$ cat src/sv/i2crts_pkg.sv
// Shared types, codes and constants for the I2C register transaction sequencer.
package i2crts_pkg;

	localparam logic [1:0] OP_WRITE = 2'd0;
	localparam logic [1:0] OP_READ  = 2'd1;
	localparam logic [1:0] OP_EVENT = 2'd2;

	localparam logic [7:0] MAX_LEN  = 8'd255;
	localparam logic [7:0] ONE_BYTE = 8'h01;

	localparam int unsigned RES_SLOTS = 4;
	localparam int unsigned CNT_W     = 3;

	typedef enum logic [10:0] {
		PH_W_START  = 11'b000_0000_0001,
		PH_W_ADDR   = 11'b000_0000_0010,
		PH_W_REG    = 11'b000_0000_0100,
		PH_W_DATA   = 11'b000_0000_1000,
		PH_R_START  = 11'b000_0001_0000,
		PH_R_ADDR   = 11'b000_0010_0000,
		PH_R_REG    = 11'b000_0100_0000,
		PH_R_RSTART = 11'b000_1000_0000,
		PH_R_ADDR2  = 11'b001_0000_0000,
		PH_R_DATA   = 11'b010_0000_0000,
		PH_IDLE     = 11'b100_0000_0000
	} phase_t;

	typedef struct packed {
		phase_t      phase;
		logic [6:0]  target_addr;
		logic [7:0]  register_addr;
		logic [7:0]  total_bytes;
		logic [7:0]  bytes_done;
	} seq_state_t;

	typedef struct packed {
		logic        send_start;
		logic        send_stop;
		logic        dr_write;
		logic [7:0]  dr_value;
		logic        rx_valid;
		logic [7:0]  rx_value;
		logic        done_res;
	} res_t;

	function automatic res_t mk_res(logic st, logic sp, logic dw, logic [7:0] dv,
		logic rv, logic [7:0] rx, logic dn);
		res_t r;
		r.send_start = st;
		r.send_stop  = sp;
		r.dr_write   = dw;
		r.dr_value   = dw ? dv : 8'd0;
		r.rx_valid   = rv;
		r.rx_value   = rv ? rx : 8'd0;
		r.done_res   = dn;
		return r;
	endfunction

endpackage

$ cat src/sv/i2crts_step.sv
// Next-state and result logic for one registered input item.
module i2crts_step import i2crts_pkg::*; (
	input  logic [1:0]             operation,
	input  logic [6:0]             device_addr,
	input  logic [7:0]             reg_addr,
	input  logic [7:0]             byte_count,
	input  logic                   start_sent,
	input  logic                   addr_sent,
	input  logic                   tx_empty,
	input  logic                   rx_full,
	input  logic [7:0]             next_tx_byte,
	input  logic [7:0]             rx_byte,
	input  seq_state_t             cur,
	output seq_state_t             nxt,
	output res_t [RES_SLOTS-1:0]   res,
	output logic [CNT_W-1:0]       num
);

	logic [7:0] cnt;
	logic [7:0] abyte;
	logic [7:0] bd_inc;

	always_comb begin
		nxt    = cur;
		res    = '0;
		num    = '0;
		cnt    = byte_count;
		abyte  = {cur.target_addr, 1'b0};
		bd_inc = '0;
		if (operation == OP_WRITE || operation == OP_READ) begin
			if (cnt == 8'd0) begin
				cnt = ONE_BYTE;
			end
			if (cnt > MAX_LEN) begin
				cnt = MAX_LEN;
			end
			nxt.target_addr   = device_addr;
			nxt.register_addr = reg_addr;
			nxt.total_bytes   = cnt;
			nxt.bytes_done    = '0;
			nxt.phase         = (operation == OP_WRITE) ? PH_W_START : PH_R_START;
			res[0]            = mk_res(1'b1, 1'b0, 1'b0, 8'd0, 1'b0, 8'd0, 1'b0);
			num               = CNT_W'(1);
		end else if (operation == OP_EVENT) begin
			if (start_sent) begin
				case (nxt.phase)
					PH_R_START: begin
						res[num[1:0]] = mk_res(1'b0, 1'b0, 1'b1, abyte, 1'b0, 8'd0, 1'b0);
						num = num + CNT_W'(1);
						nxt.phase = PH_R_ADDR;
					end
					PH_R_RSTART: begin
						res[num[1:0]] = mk_res(1'b0, 1'b0, 1'b1, abyte | ONE_BYTE, 1'b0, 8'd0,
							1'b0);
						num = num + CNT_W'(1);
						nxt.phase = PH_R_ADDR2;
					end
					PH_W_START: begin
						res[num[1:0]] = mk_res(1'b0, 1'b0, 1'b1, abyte, 1'b0, 8'd0, 1'b0);
						num = num + CNT_W'(1);
						nxt.phase = PH_W_ADDR;
					end
					default: begin
					end
				endcase
			end
			if (addr_sent) begin
				case (nxt.phase)
					PH_R_ADDR: begin
						res[num[1:0]] = mk_res(1'b0, 1'b0, 1'b1, cur.register_addr, 1'b0, 8'd0,
							1'b0);
						num = num + CNT_W'(1);
						nxt.phase = PH_R_REG;
					end
					PH_R_ADDR2: begin
						nxt.phase = PH_R_DATA;
						if (cur.total_bytes == ONE_BYTE) begin
							res[num[1:0]] = mk_res(1'b0, 1'b1, 1'b0, 8'd0, 1'b0, 8'd0, 1'b0);
							num = num + CNT_W'(1);
						end
					end
					PH_W_ADDR: begin
						res[num[1:0]] = mk_res(1'b0, 1'b0, 1'b1, cur.register_addr, 1'b0, 8'd0,
							1'b0);
						num = num + CNT_W'(1);
						nxt.phase = PH_W_REG;
					end
					default: begin
					end
				endcase
			end
			if (tx_empty) begin
				case (nxt.phase)
					PH_R_REG: begin
						res[num[1:0]] = mk_res(1'b1, 1'b0, 1'b0, 8'd0, 1'b0, 8'd0, 1'b0);
						num = num + CNT_W'(1);
						nxt.phase = PH_R_RSTART;
					end
					PH_W_REG: begin
						bd_inc = nxt.bytes_done + 8'd1;
						nxt.bytes_done = bd_inc;
						if (bd_inc >= cur.total_bytes) begin
							res[num[1:0]] = mk_res(1'b0, 1'b1, 1'b1, next_tx_byte, 1'b0, 8'd0,
								1'b1);
							nxt.phase = PH_IDLE;
						end else begin
							res[num[1:0]] = mk_res(1'b0, 1'b0, 1'b1, next_tx_byte, 1'b0, 8'd0,
								1'b0);
						end
						num = num + CNT_W'(1);
					end
					default: begin
					end
				endcase
			end
			if (rx_full && nxt.phase == PH_R_DATA) begin
				bd_inc = nxt.bytes_done + 8'd1;
				nxt.bytes_done = bd_inc;
				if (bd_inc >= cur.total_bytes) begin
					res[num[1:0]] = mk_res(1'b0, cur.total_bytes > ONE_BYTE, 1'b0, 8'd0, 1'b1,
						rx_byte, 1'b1);
					nxt.phase = PH_IDLE;
				end else begin
					res[num[1:0]] = mk_res(1'b0, 1'b0, 1'b0, 8'd0, 1'b1, rx_byte, 1'b0);
				end
				num = num + CNT_W'(1);
			end
		end
	end

endmodule

$ cat src/sv/i2c_register_transaction_sequencer.sv
// Top level of the I2C master register read/write transaction sequencer.
// Each transfer in is held in an input register until the result buffer can take it; there
// the sequencing logic updates the transaction state and produces up to four actions. These
// load a four-slot result buffer that shows one action per cycle while out_stall is low,
// with last marking the final one. An item that causes k actions (k from 0 to 4) holds the
// buffer until all k are taken, so items with at most one action each go through at one per
// cycle when the output does not stall. Items that cause no action only update state.
module i2c_register_transaction_sequencer import i2crts_pkg::*; (
	input  logic       clk,
	input  logic       arst_n,
	input  logic       in_valid,
	output logic       in_stall,
	input  logic [1:0] operation,
	input  logic [6:0] device_addr,
	input  logic [7:0] reg_addr,
	input  logic [7:0] byte_count,
	input  logic       start_sent,
	input  logic       addr_sent,
	input  logic       tx_empty,
	input  logic       rx_full,
	input  logic [7:0] next_tx_byte,
	input  logic [7:0] rx_byte,
	output logic       out_valid,
	input  logic       out_stall,
	output logic       send_start,
	output logic       send_stop,
	output logic       dr_write,
	output logic [7:0] dr_value,
	output logic       rx_valid,
	output logic [7:0] rx_value,
	output logic       done_res,
	output logic       last
);

	logic                  valid_s1;
	logic [1:0]            operation_s1;
	logic [6:0]            device_addr_s1;
	logic [7:0]            reg_addr_s1;
	logic [7:0]            byte_count_s1;
	logic                  start_sent_s1;
	logic                  addr_sent_s1;
	logic                  tx_empty_s1;
	logic                  rx_full_s1;
	logic [7:0]            next_tx_byte_s1;
	logic [7:0]            rx_byte_s1;

	seq_state_t            state_q;
	seq_state_t            state_nxt;
	res_t [RES_SLOTS-1:0]  step_res;
	logic [CNT_W-1:0]      step_num;

	res_t [RES_SLOTS-1:0]  res_q;
	logic [CNT_W-1:0]      cnt_q;

	logic                  take;
	logic                  buf_free;
	logic                  advance;
	logic                  load_s1;

	i2crts_step u_step (
		.operation    (operation_s1),
		.device_addr  (device_addr_s1),
		.reg_addr     (reg_addr_s1),
		.byte_count   (byte_count_s1),
		.start_sent   (start_sent_s1),
		.addr_sent    (addr_sent_s1),
		.tx_empty     (tx_empty_s1),
		.rx_full      (rx_full_s1),
		.next_tx_byte (next_tx_byte_s1),
		.rx_byte      (rx_byte_s1),
		.cur          (state_q),
		.nxt          (state_nxt),
		.res          (step_res),
		.num          (step_num)
	);

	assign out_valid = (cnt_q != '0);
	assign take      = out_valid && !out_stall;
	assign buf_free  = (cnt_q == '0) || (cnt_q == CNT_W'(1) && !out_stall);
	assign advance   = valid_s1 && buf_free;
	assign in_stall  = valid_s1 && !buf_free;
	assign load_s1   = in_valid && !in_stall;

	assign send_start = res_q[0].send_start;
	assign send_stop  = res_q[0].send_stop;
	assign dr_write   = res_q[0].dr_write;
	assign dr_value   = res_q[0].dr_value;
	assign rx_valid   = res_q[0].rx_valid;
	assign rx_value   = res_q[0].rx_value;
	assign done_res   = res_q[0].done_res;
	assign last       = (cnt_q == CNT_W'(1));

	// hold the input item
	always_ff @(posedge clk or negedge arst_n) begin
		if (!arst_n) begin
			valid_s1 <= 1'b0;
		end else if (load_s1) begin
			valid_s1 <= 1'b1;
		end else if (advance) begin
			valid_s1 <= 1'b0;
		end
	end

	always_ff @(posedge clk) begin
		if (load_s1) begin
			operation_s1    <= operation;
			device_addr_s1  <= device_addr;
			reg_addr_s1     <= reg_addr;
			byte_count_s1   <= byte_count;
			start_sent_s1   <= start_sent;
			addr_sent_s1    <= addr_sent;
			tx_empty_s1     <= tx_empty;
			rx_full_s1      <= rx_full;
			next_tx_byte_s1 <= next_tx_byte;
			rx_byte_s1      <= rx_byte;
		end
	end

	// advance the transaction state
	always_ff @(posedge clk or negedge arst_n) begin
		if (!arst_n) begin
			state_q.phase         <= PH_R_START;
			state_q.target_addr   <= '0;
			state_q.register_addr <= '0;
			state_q.total_bytes   <= '0;
			state_q.bytes_done    <= '0;
		end else if (advance) begin
			state_q <= state_nxt;
		end
	end

	// load or drain the result buffer
	always_ff @(posedge clk or negedge arst_n) begin
		if (!arst_n) begin
			cnt_q <= '0;
		end else if (advance && step_num != '0) begin
			cnt_q <= step_num;
		end else if (take) begin
			cnt_q <= cnt_q - CNT_W'(1);
		end
	end

	always_ff @(posedge clk) begin
		if (advance && step_num != '0) begin
			res_q <= step_res;
		end else if (take) begin
			for (int i = 0; i < RES_SLOTS - 1; i++) begin
				res_q[i] <= res_q[i+1];
			end
		end
	end

endmodule
$ cat config.mk
export PLATFORM = sky130hd
export DESIGN_NAME = i2c_register_transaction_sequencer
export DESIGN_NICKNAME = d
export VERILOG_FILES = /design/src/sv/i2crts_pkg.sv /design/src/sv/i2crts_step.sv /design/src/sv/i2c_register_transaction_sequencer.sv
export SDC_FILE = /design/constraint.sdc
export NUM_CORES = 1
export LEC_CHECK = 0
export ABC_AREA = 1
export BUFFER_PORTS_ARGS = -buffer_cell sky130_fd_sc_hd__buf_2
export CORE_UTILIZATION = 50
export CTS_BUF_LIST = sky130_fd_sc_hd__clkbuf_4
export DETAILED_ROUTE_END_ITERATION = 7
export PLACE_DENSITY = 0.68
export SYNTH_ARGS = -nofsm -noshare
export SYNTH_HDL_FRONTEND = slang
export SYNTH_SLANG_ARGS = --single-unit
$ cat constraint.sdc
create_clock -name clk -period 5.85 [get_ports clk]
set_input_delay 0.585 -clock clk [delete_from_list [all_inputs] [get_ports clk]]
set_output_delay 0.585 -clock clk [all_outputs]
set_load 0.005 [all_outputs]
* Word level (Yosys, flattened, before mapping)
Index checks and enable logic that the tools add are counted.
Word-level totals: logic and storage cells 191, register bits 175, output and inout port bits 24
Cells by class: $lt $le $gt $ge 10, $add $sub $neg 6, eq/ne operators 13, reduce and logical (&&, ||, !) cells 30, mux-type cells 80, bitwise logic cells 7
Operators by type and width (number):
- 84-bit 2-to-1 mux | 10
- 84-bit bitwise mux | 5
- 84-bit one-hot mux with 2 select lines | 2
- 63-bit 2-to-1 mux | 3
- 80-bit inverter | 2
- 11-bit 2-to-1 mux | 14
- 21-bit 2-to-1 mux | 7
- 21-bit demux with 2-bit select | 3
- 20-bit by 80-bit AND with 80-bit output | 1
- 80-bit AND | 1
- 8-bit 2-to-1 mux | 10
- 11-bit one-hot mux with 3 select lines | 2
- 3-bit 2-to-1 mux | 16
- 42-bit 2-to-1 mux | 1
- 19-bit one-hot mux with 2 select lines | 1
- 11-bit one-hot mux with 2 select lines | 1
- 8-bit by 1-bit adder with 8-bit output, second input constant | 2
- 8-bit greater-or-equal comparator | 2
- 11-bit by 1-bit == test with 1-bit output, second input constant | 1
- 11-bit by 10-bit == test with 1-bit output, second input constant | 1
- 11-bit by 2-bit == test with 1-bit output, second input constant | 1
- 11-bit by 3-bit == test with 1-bit output, second input constant | 1
- 11-bit by 5-bit == test with 1-bit output, second input constant | 1
- 11-bit by 6-bit == test with 1-bit output, second input constant | 1
- other kinds (30) | 57

* Depth between registers and ports, before layout
Gate-level depths: netlist of run 1.
word-level depth 29, gate-level depth with buffers 36, gate-level depth less buffers 35

* By module
Synthesis of run 1 repeated with hierarchy kept, for this count alone.
Second synthesis, totals: cell total of the unflattened synthesis 1276, area total of the unflattened synthesis 10163.5 µm²
Modules (own cells, without submodules):
- i2c_register_transaction_sequencer | area each 6730.2 µm², cells an instance 574, instances 1
- i2crts_step | area each 3433.3 µm², cells an instance 702, instances 1

* Least setup slack after synthesis of run 1
Ideal clock, no wire load.
kind flip-flop to flip-flop, from reg state_q[35] (netlist name), to reg res_q, in the netlist done_res (enable), slack 0.704 ns, period minus slack after synthesis 5.146 ns, data required time 5.164 ns, cell stages (with the launch flop) 23, arrival 4.460 ns, cells stage by stage dfstp_2 nand3_1 nor2_1 nand3_2 nand2_1 inv_1 o21ai_2 nor2_2 nand2_2 nand3_1 a31oi_1 ha_1 inv_1 nor2_1 o21bai_1 inv_1 ha_1 o211ai_2 nand2_2 inv_2 buf_6 buf_6 nand2_1
On the way: cells in the longest elaborated chain, start to end 24
RTL lines:
- start: declaration | line i2c_register_transaction_sequencer.sv:47 | seq_state_t state_q;
- start signal: assignment | line i2c_register_transaction_sequencer.sv:128 | state_q <= state_nxt;
- 11-bit by 5-bit == test with 1-bit output, or another cell as far along | line i2crts_step.sv:46 | case (nxt.phase)
- 3-bit OR reduction (no source line)
- 1-bit 2-to-1 mux | line i2crts_step.sv:46
- 3-bit 2-to-1 mux | line i2crts_step.sv:45 | if (start_sent) begin
- 3-bit 2-to-1 mux | line i2crts_step.sv:44 | end else if (operation == OP_EVENT) begin
- 3-bit 2-to-1 mux | line i2crts_step.sv:30 | if (operation == OP_WRITE || operation == OP_READ) begin
- 3-bit by 1-bit adder with 3-bit output | line i2crts_step.sv:72, i2crts_step.sv:79, i2crts_step.sv:85
- 3-bit 2-to-1 mux | line i2crts_step.sv:77 | if (cur.total_bytes == ONE_BYTE) begin
- [... 8 more ...]
- 3-bit 2-to-1 mux | line i2crts_step.sv:30
- 3-bit by 1-bit adder with 3-bit output | line i2crts_step.sv:126 | num = num + CNT_W'(1);
- 3-bit 2-to-1 mux (*) | line i2crts_step.sv:116 | if (rx_full && nxt.phase == PH_R_DATA) begin
- 3-bit 2-to-1 mux (*) | line i2crts_step.sv:44
- 3-bit 2-to-1 mux (*) | line i2crts_step.sv:30
- 3-bit nonzero test (*) | line i2c_register_transaction_sequencer.sv:144 | if (advance && step_num != '0) begin
- 1-bit logical AND (*) | line i2c_register_transaction_sequencer.sv:144
- 2-bit nonzero test (no source line) (*)
- end signal: assignment | line i2c_register_transaction_sequencer.sv:145 | res_q <= step_res;
- end signal: indexed assignment | line i2c_register_transaction_sequencer.sv:148 | res_q[i] <= res_q[i+1];
- end: declaration | line i2c_register_transaction_sequencer.sv:52 | res_t [RES_SLOTS-1:0] res_q;
Mark *: on every way between the ends. The rest lies on a longest branch, timed or not. The select of a mux whose other input is x is not followed. A chain may end at the register's enable or synchronous reset.

* Worst setup path after layout of run 1
from reg state_q[40] (netlist name), to reg res_q, in the netlist send_stop (data pin)
On the way: cells in the longest elaborated chain, start to end 28
RTL lines (line):
- branches (longest 27 deep; another with 11-bit by 1-bit == test with 1-bit output)
- 63-bit 2-to-1 mux (*) | i2c_register_transaction_sequencer.sv:144
Every way passes the cells marked *. The select of a mux whose other input is x is not followed.

==> results of run 1 <==
worst max-delay path by stage:
| stage | to |
|---|---|
| final | send_stop |
| after global routing | res_q[40] |
| after CTS | send_stop |
| after detailed placement | send_stop |
| after global placement | send_stop |
| after floorplan | done_res |
power breakdown:
part	total (uW)	switching [uW]	internal (uW)
logic	2140	1520	616
registers	1970	163	1810
clock network	711	478	233
registers in the layout (all words and copies together) (netlist names), 2 cells and up:
name,cells
byte_count_s1,8
state_q,42
rx_value,8
res_q,63
device_addr_s1,7
rx_byte_s1,8
dr_value,8
cnt_q,3
reg_addr_s1,8
operation_s1,2
next_tx_byte_s1,8
layout make-up:
cell class	instances	area share
Sequential cell	175	0.4753
Multi-Input combinational cell	754	0.3747
Inverter	136	0.04828
Timing Repair Buffer	82	0.04355
Tap cell	260	0.03077
Clock inverter	14	0.01432
Clock buffer	18	0.01278
Antenna cell	1	0.0002367
layout by cell type (no fill, tap or decap), types with 35 or more instances in the layout:
cell type and count:
buf_2 72, dfrtp_1 45, edfxtp_1 129, inv_1 122, nand2_1 278, nand3_1 90, nor2_1 77, nor3_1 35
o21ai_0 69
worst max-delay path: cells and delay by family (launching register included):
| family | cells | cell delay [ps] |
|---|---|---|
| AOI/OAI and AO/OA | 4 | 620 |
| adders and majority gates | 1 | 290 |
| buffers and inverters | 4 | 630 |
| DFF | 1 | 410 |
| and+or+nand+nor | 24 | 3080 |
per-layer routing:
metal,vias up,part of all wire,wire (um),track usage
met4,0,0.023,539,0.08772
li1,3877,-,-,-
met5,-,0,0,0
met2,223,0.47,11080,0.3976
met1,3710,0.46,10840,0.3365
met3,45,0.043,1021,0.04172
timing repair:
action | in CTS | in global routing
gates resized for setup | 0 | 2
hold buffers | 0 | 0
endpoints found under the setup margin | 0 | 1
per-stage QoR:
stage                     instances  hold WS, ps
after floorplan                1122        289.4
final                          1440        138.6
after global routing           1440        91.34
after global placement         1407        433.7
after detailed placement       1407        433.1
after CTS                      1439        112.1
cells by family (layout without fill, tap and decap cells):
logic type | Yosys count | in the layout | share of synthesized area
AND/OR/NAND/NOR | 558 | 558 | 0.2626
other | 0 | 1 | 0
XOR/XNOR | 13 | 13 | 0.01158
adder cells (fa/ha/maj) | 31 | 31 | 0.03943
buffers and inverters | 193 | 250 | 0.08841
flip-flops | 175 | 175 | 0.5110
AO/OA/AOI/OAI | 152 | 152 | 0.08701
==> results by group, run 1 <==
Global route
  • First-pass GRT wire length: between 30 and 40 mm
  • Global route total overflow: 0
  • Vias in the first global route: about 7,300
  • All-Layer GR Usage: 0.2468
  • Pin count of the biggest net entering global routing: around 70
  • Initial antenna violation count: 1

Synthesis
  • Syn nets: between 1,000 and 1,500
  • Cell Area, Synth: ~9800 um2
  • Synth Area per Inst: approximately 9 um2
  • Commonest cells in the netlist: nand2_1, edfxtp_1, inv_1
  • Yosys synthesis warning count: 0
  • Main flop type after synthesis: edfxtp_1
  • Area fraction of the dominant cell type after synthesis: 0.3938
  • Area leader, netlist: edfxtp_1
  • Seq cells post-synth: roughly 180
  • Most frequent cell after synthesis: nand2_1
  • Cells after synthesis: 1,122
  • Post-synth EDFFs: 129
  • Post-synth ARST share: 0.2629
  • Synth unique cells: 53
  • Main area contributors after synthesis: edfxtp_1, dfrtp_1, nand2_1
  • Seq/Total Area, Yosys: 0.5110

CTS
  • CTS tree: yes
  • Clock transition at path regs: between 150 and 200 ps
  • Setup Fix Bufs, Post-CTS: 0
  • H-tree depth: 4
  • Clk sinks: between 150 and 200
  • CTS root buffer: clkbuf_4
  • Clock Latency Late Sink: about 600 ps
  • CTS Buf Count: 17
  • Maximum clock insertion buffer count: 2

Placement
  • # port buffers: 72
  • Dpl ws: 700.2 ps
  • GP Congestion: a little over 0.9
  • Hpwl dp: 16.64 mm
  • Placement Cell Area: approximately 10,000 um2

Critical path
  • Critical Path AT: 5610 ps
  • CP endpoint kind: flip-flop
  • CP startpoint: state_q[40]
  • R2R setup slack: between 600 and 700 ps
  • R2R cell count: 33
  • Worst-path maximum fanout: 13
  • Critical Path Most Common Cell: nand2_1
  • Setup crit start kind: flip-flop
  • Worst reg2reg endpoint: send_stop
  • Required @ worst endpoint: between 6000 and 7000 ps
  • Slowest stage delay, CP: 410 ps
  • Crit Path Category: flip-flop to flip-flop
  • R2R Path Start: state_q[40]
  • CP max-delay cell: dfrtp_1

Die
  • Die footprint: about 20,000 um2
  • FP Rows: 50
  • Core area: ~19,000 um2
  • Die W: 142.3 um
  • Initial Util: 0.5172
  • IO Pins: between 70 and 80
  • Die Y: about 140 um

STA
  • Final setup vio count: 0
  • Worst-margin pin slew: 1059 ps
  • Final period util: 0.8961
  • Setup tns final: 0 ps
  • Setup ws final: between 600 and 700 ps
  • Achievable Freq: between 150 and 200 MHz
  • Hold Fails Final Rpt: 0
  • Unrepaired setup endpoints after global routing: false
  • Fin crit period: roughly 5200 ps
  • Max-slew headroom: 0.2943
  • Final slew viol count: 0
  • Setup Skew: 25.35 ps

Routing
  • Antenna Nets Post-Route: 0
  • Iter 0 DRT Violations: around 640
  • WL/cell: approximately 16 um
  • Routed WL: approximately 23 mm
  • Detailed Routing Iterations Pass 1: 8
  • DR DRC count: 0
  • DR vias/cell: 5.455
  • Via Count: 7,855

Finish
  • Reg area: between 5000 and 6000 um2
  • Fill count: roughly 1,800
  • Final net count: 1,246
  • Layout cell share with drive strength beyond 1: 0.1433
  • Area of the multi-input gates: 3963 um2
  • Core Util, Final: 0.5560
  • Cell area after layout: around 11,000 um2
  • Area Growth Syn to Fin: 7.505%

Pwr
  • PD cells: 455.9 nW/um2
  • Final Power: 4821 uW
  • Leak: between 0.004 and 0.005 uW
  • Worst vdd ir: ~0.18 mV

Min path
  • Hold WC Path Type: input port to flip-flop
  • Min-delay src: byte_count[5]
  • Min-Delay Endpoint: byte_count_s1[5]
  • Hold path depth: 1

Status
  • Status: completed

Job
  • Max-Cap Viols: 0
(Power assumes the default switching activity.)
==> run 2: changes to the inputs <==
--- a/config.mk
+++ b/config.mk
@@ -8,7 +8,6 @@
 export ABC_AREA = 1
 export BUFFER_PORTS_ARGS = -buffer_cell sky130_fd_sc_hd__buf_2
 export CORE_UTILIZATION = 50
-export CTS_BUF_LIST = sky130_fd_sc_hd__clkbuf_4
 export DETAILED_ROUTE_END_ITERATION = 7
 export PLACE_DENSITY = 0.68
 export SYNTH_ARGS = -nofsm -noshare
==> run 2 against run 1 <==
Against the previous run: die area is the same; register-to-register slack gained 30 ps; core utilization grew 1.5 points; critical path depth is the same; combinational power is essentially flat; largest cell class unchanged; highest routed layer unchanged.
==> results by group, run 2 (synthesis results as in run 1) <==
Status
  • Status: completed (unchanged)

Global route
  • Vias in the first global route: 7,406 (was 7,342)
  • All-Layer GR Usage: 0.2485 (was 0.2468)
  • GR Layer Usage met2: 0.3976 (unchanged)
  • GR peak layer: met2 (unchanged)
  • Pin count of the biggest net entering global routing: 71 (unchanged)
  • First-pass GRT wire length: 38.45 mm (was 38.19 mm)
  • M1 GR Usage: 0.3354 (was 0.3365)
  • Global route total overflow: 0 (unchanged)
  • GRT met3 Usage: 0.04139 (was 0.04172)
  • Initial antenna violation count: 1 (unchanged)

Finish
  • Final net count: 1,246 (unchanged)
  • Max FFs per register: 63 (unchanged)
  • Largest Register: res_q (unchanged)
  • Antenna fix cells: 0 (was 1)
  • Layout cell share with drive strength beyond 1: 0.1425 (was 0.1433)
  • Largest regs: res_q (63), state_q (42) (unchanged)
  • Final Non-Filler Cells: 1,439 (was 1,440)
  • Commonest non-fill, non-tap cells in the layout: nand2_1, edfxtp_1, inv_1 (unchanged)
  • Area Growth Syn to Fin: 10.44% (was 7.505%)
  • Most common cell after layout, fill and taps aside: nand2_1 (unchanged)

Pwr
  • Leak: 0.004724 uW (was 0.004601 uW)
  • PD cells: 483.7 nW/um2 (was 455.9 nW/um2)
  • P_int: 3028 uW (was 2657 uW)
  • Comb power frac: 0.407 (was 0.444)
  • Sw Pwr: 2226 uW (was 2164 uW)
  • Final Power: 5254 uW (was 4821 uW)
  • Switching share of power: 0.4238 (was 0.4488)
  • Worst vdd ir: 0.2147 mV (was 0.1835 mV)
  • Clock share of power: 0.217 (was 0.148)
  • Register share of total power: 0.376 (was 0.409)

Routing
  • WL/cell: 16.47 um (was 16.31 um)
  • Routed WL: 23.70 mm (was 23.48 mm)
  • Iter 0 DRT Violations: 635 (was 636)
  • Antenna Nets Post-Route: 0 (unchanged)
  • Via Count: 7,867 (was 7,855)
  • DR vias/cell: 5.467 (was 5.455)
  • Detailed Routing Iterations Pass 1: 5 (was 8)
  • DR DRC count: 0 (unchanged)

CTS
  • CTS Buf Count: 17 (unchanged)
  • H-tree depth: 4 (unchanged)
  • CTS root buffer: clkbuf_16 (was clkbuf_4)
  • Hold_buf cts: 0 (unchanged)
  • Clk sinks: 175 (unchanged)
  • Clock Latency Late Sink: 440 ps (was 600 ps)
  • CTS tree: yes (unchanged)
  • Maximum clock insertion buffer count: 2 (unchanged)
  • Clock transition at path regs: 80 ps (was 170 ps)

Die
  • FP Rows: 50 (unchanged)
  • Initial Util: 0.5172 (unchanged)
  • Die W: 142.3 um (unchanged)
  • Die Y: 142.3 um (unchanged)
  • IO Pins: 73 (unchanged)
  • Core area: 19,020 um2 (unchanged)
  • Die footprint: 20,240 um2 (unchanged)

Min path
  • Hold WC Path Type: input port to flip-flop (unchanged)
  • Hold path depth: 1 (unchanged)

STA
  • Max-slew headroom: 0.2974 (was 0.2943)
  • Setup tns final: 0 ps (unchanged)
  • Final period util: 0.8905 (was 0.8961)
  • Hold slack: 312.9 ps (was 138.6 ps)
  • Unrepaired setup endpoints after global routing: false (unchanged)
  • Worst-margin pin slew: 1054 ps (was 1059 ps)
  • Achievable Freq: 192.0 MHz (was 190.8 MHz)
  • Setup Skew: 12.83 ps (was 25.35 ps)
  • Final slew viol count: 0 (unchanged)
  • Fin crit period: 5209 ps (was 5242 ps)
  • Final setup vio count: 0 (unchanged)
  • Hold Fails Final Rpt: 0 (unchanged)

Placement
  • GP Congestion: 0.9165 (unchanged)
  • Inst Count DP: 1,407 (unchanged)
  • # port buffers: 72 (unchanged)
  • Hpwl dp: 16.64 mm (unchanged)

Critical path
  • Setup crit start kind: flip-flop (unchanged)
  • Slowest stage delay, CP: 380 ps (was 410 ps)
  • Critical Path AT: 5400 ps (was 5610 ps)
  • CP max-delay cell: dfrtp_1 (unchanged)
  • Worst-path maximum fanout: 13 (unchanged)
  • R2R cell count: 33 (unchanged)
  • Crit Path Category: flip-flop to flip-flop (unchanged)
  • Critical Path Most Common Cell: nand2_1 (unchanged)
  • CP endpoint kind: flip-flop (unchanged)
  • Required @ worst endpoint: 6040 ps (was 6220 ps)

Job
  • Max-Cap Viols: 0 (unchanged)
## run 2: cell types whose count changed in the layout (fill, tap and decap cells not counted)
cell and change:
clkbuf_4 -18, clkbuf_1 +1, clkinv_1 -1, xnor2_1 +1
bufinv_16 -1, clkbuf_8 +1, xnor2_2 -1, diode_2 -1
clkbuf_16 +18
## run 2: metal layers
metal	routed length (um)	vias up
met2	11260	253
met3	1147	49
met4	647	0
met1	10650	3702
met5	0	-
li1	-	3863
## run 2: worst paths after layout
path | end | startpoint | slack, ps
setup / recovery | send_stop | state_q[40] | 640
hold / removal | byte_count_s1[5] | byte_count[5] | 310
setup reg to reg | send_stop | state_q[40] | 640
hold reg to reg | state_q[29] | device_addr_s1[5] | 450
max in group asynchronous | valid_s1 | arst_n | 4860
min in group asynchronous | state_q[32] | arst_n | 340
## run 2: metrics by stage
step / setup WS, ps / util / instance area [um2]
6_report: 640.6 / 0.5712 / 10860
2_1_floorplan: 703.7 / - / 9836
5_1_grt: 19.31 / 0.5712 / 10860
4_1_cts: 662.7 / 0.5711 / 10860
3_3_place_gp: 799.0 / 0.5403 / 10270
3_5_place_dp: 700.2 / 0.5403 / 10270
## run 2: cell type report
class | instances | area, um2
Fill cell | 1707 | 8155
Sequential cell | 175 | 5026
Multi-Input combinational cell | 754 | 3955
Inverter | 136 | 510.5
Clock buffer | 20 | 467.9
Timing Repair Buffer | 82 | 460.4
Tap cell | 260 | 325.3
Clock inverter | 12 | 117.6
## run 2: critical path, delay by kind of cell (launching register included)
family          cells  cell delay, ps
simple gates       24            3070
buf+inv             4             610
compound gates      4             610
flops               1             380
fa+ha+maj           1             290
## run 2: power groups by stage
stage / combinational [uW] / sequential [uW] / clock, uW
after CTS: 2130 / 1980 / 1150
final: 2140 / 1980 / 1140
after global routing: 2390 / 2020 / 1200
after global placement: 2110 / 1990 / 0
after detailed placement: 2120 / 2000 / 0
after floorplan: 1620 / 1960 / 0
## run 2: repair_timing
item,4_1_cts,5_1_grt
setup buffers,0,0
setup endpoints to repair,0,1
gates resized for setup,0,1
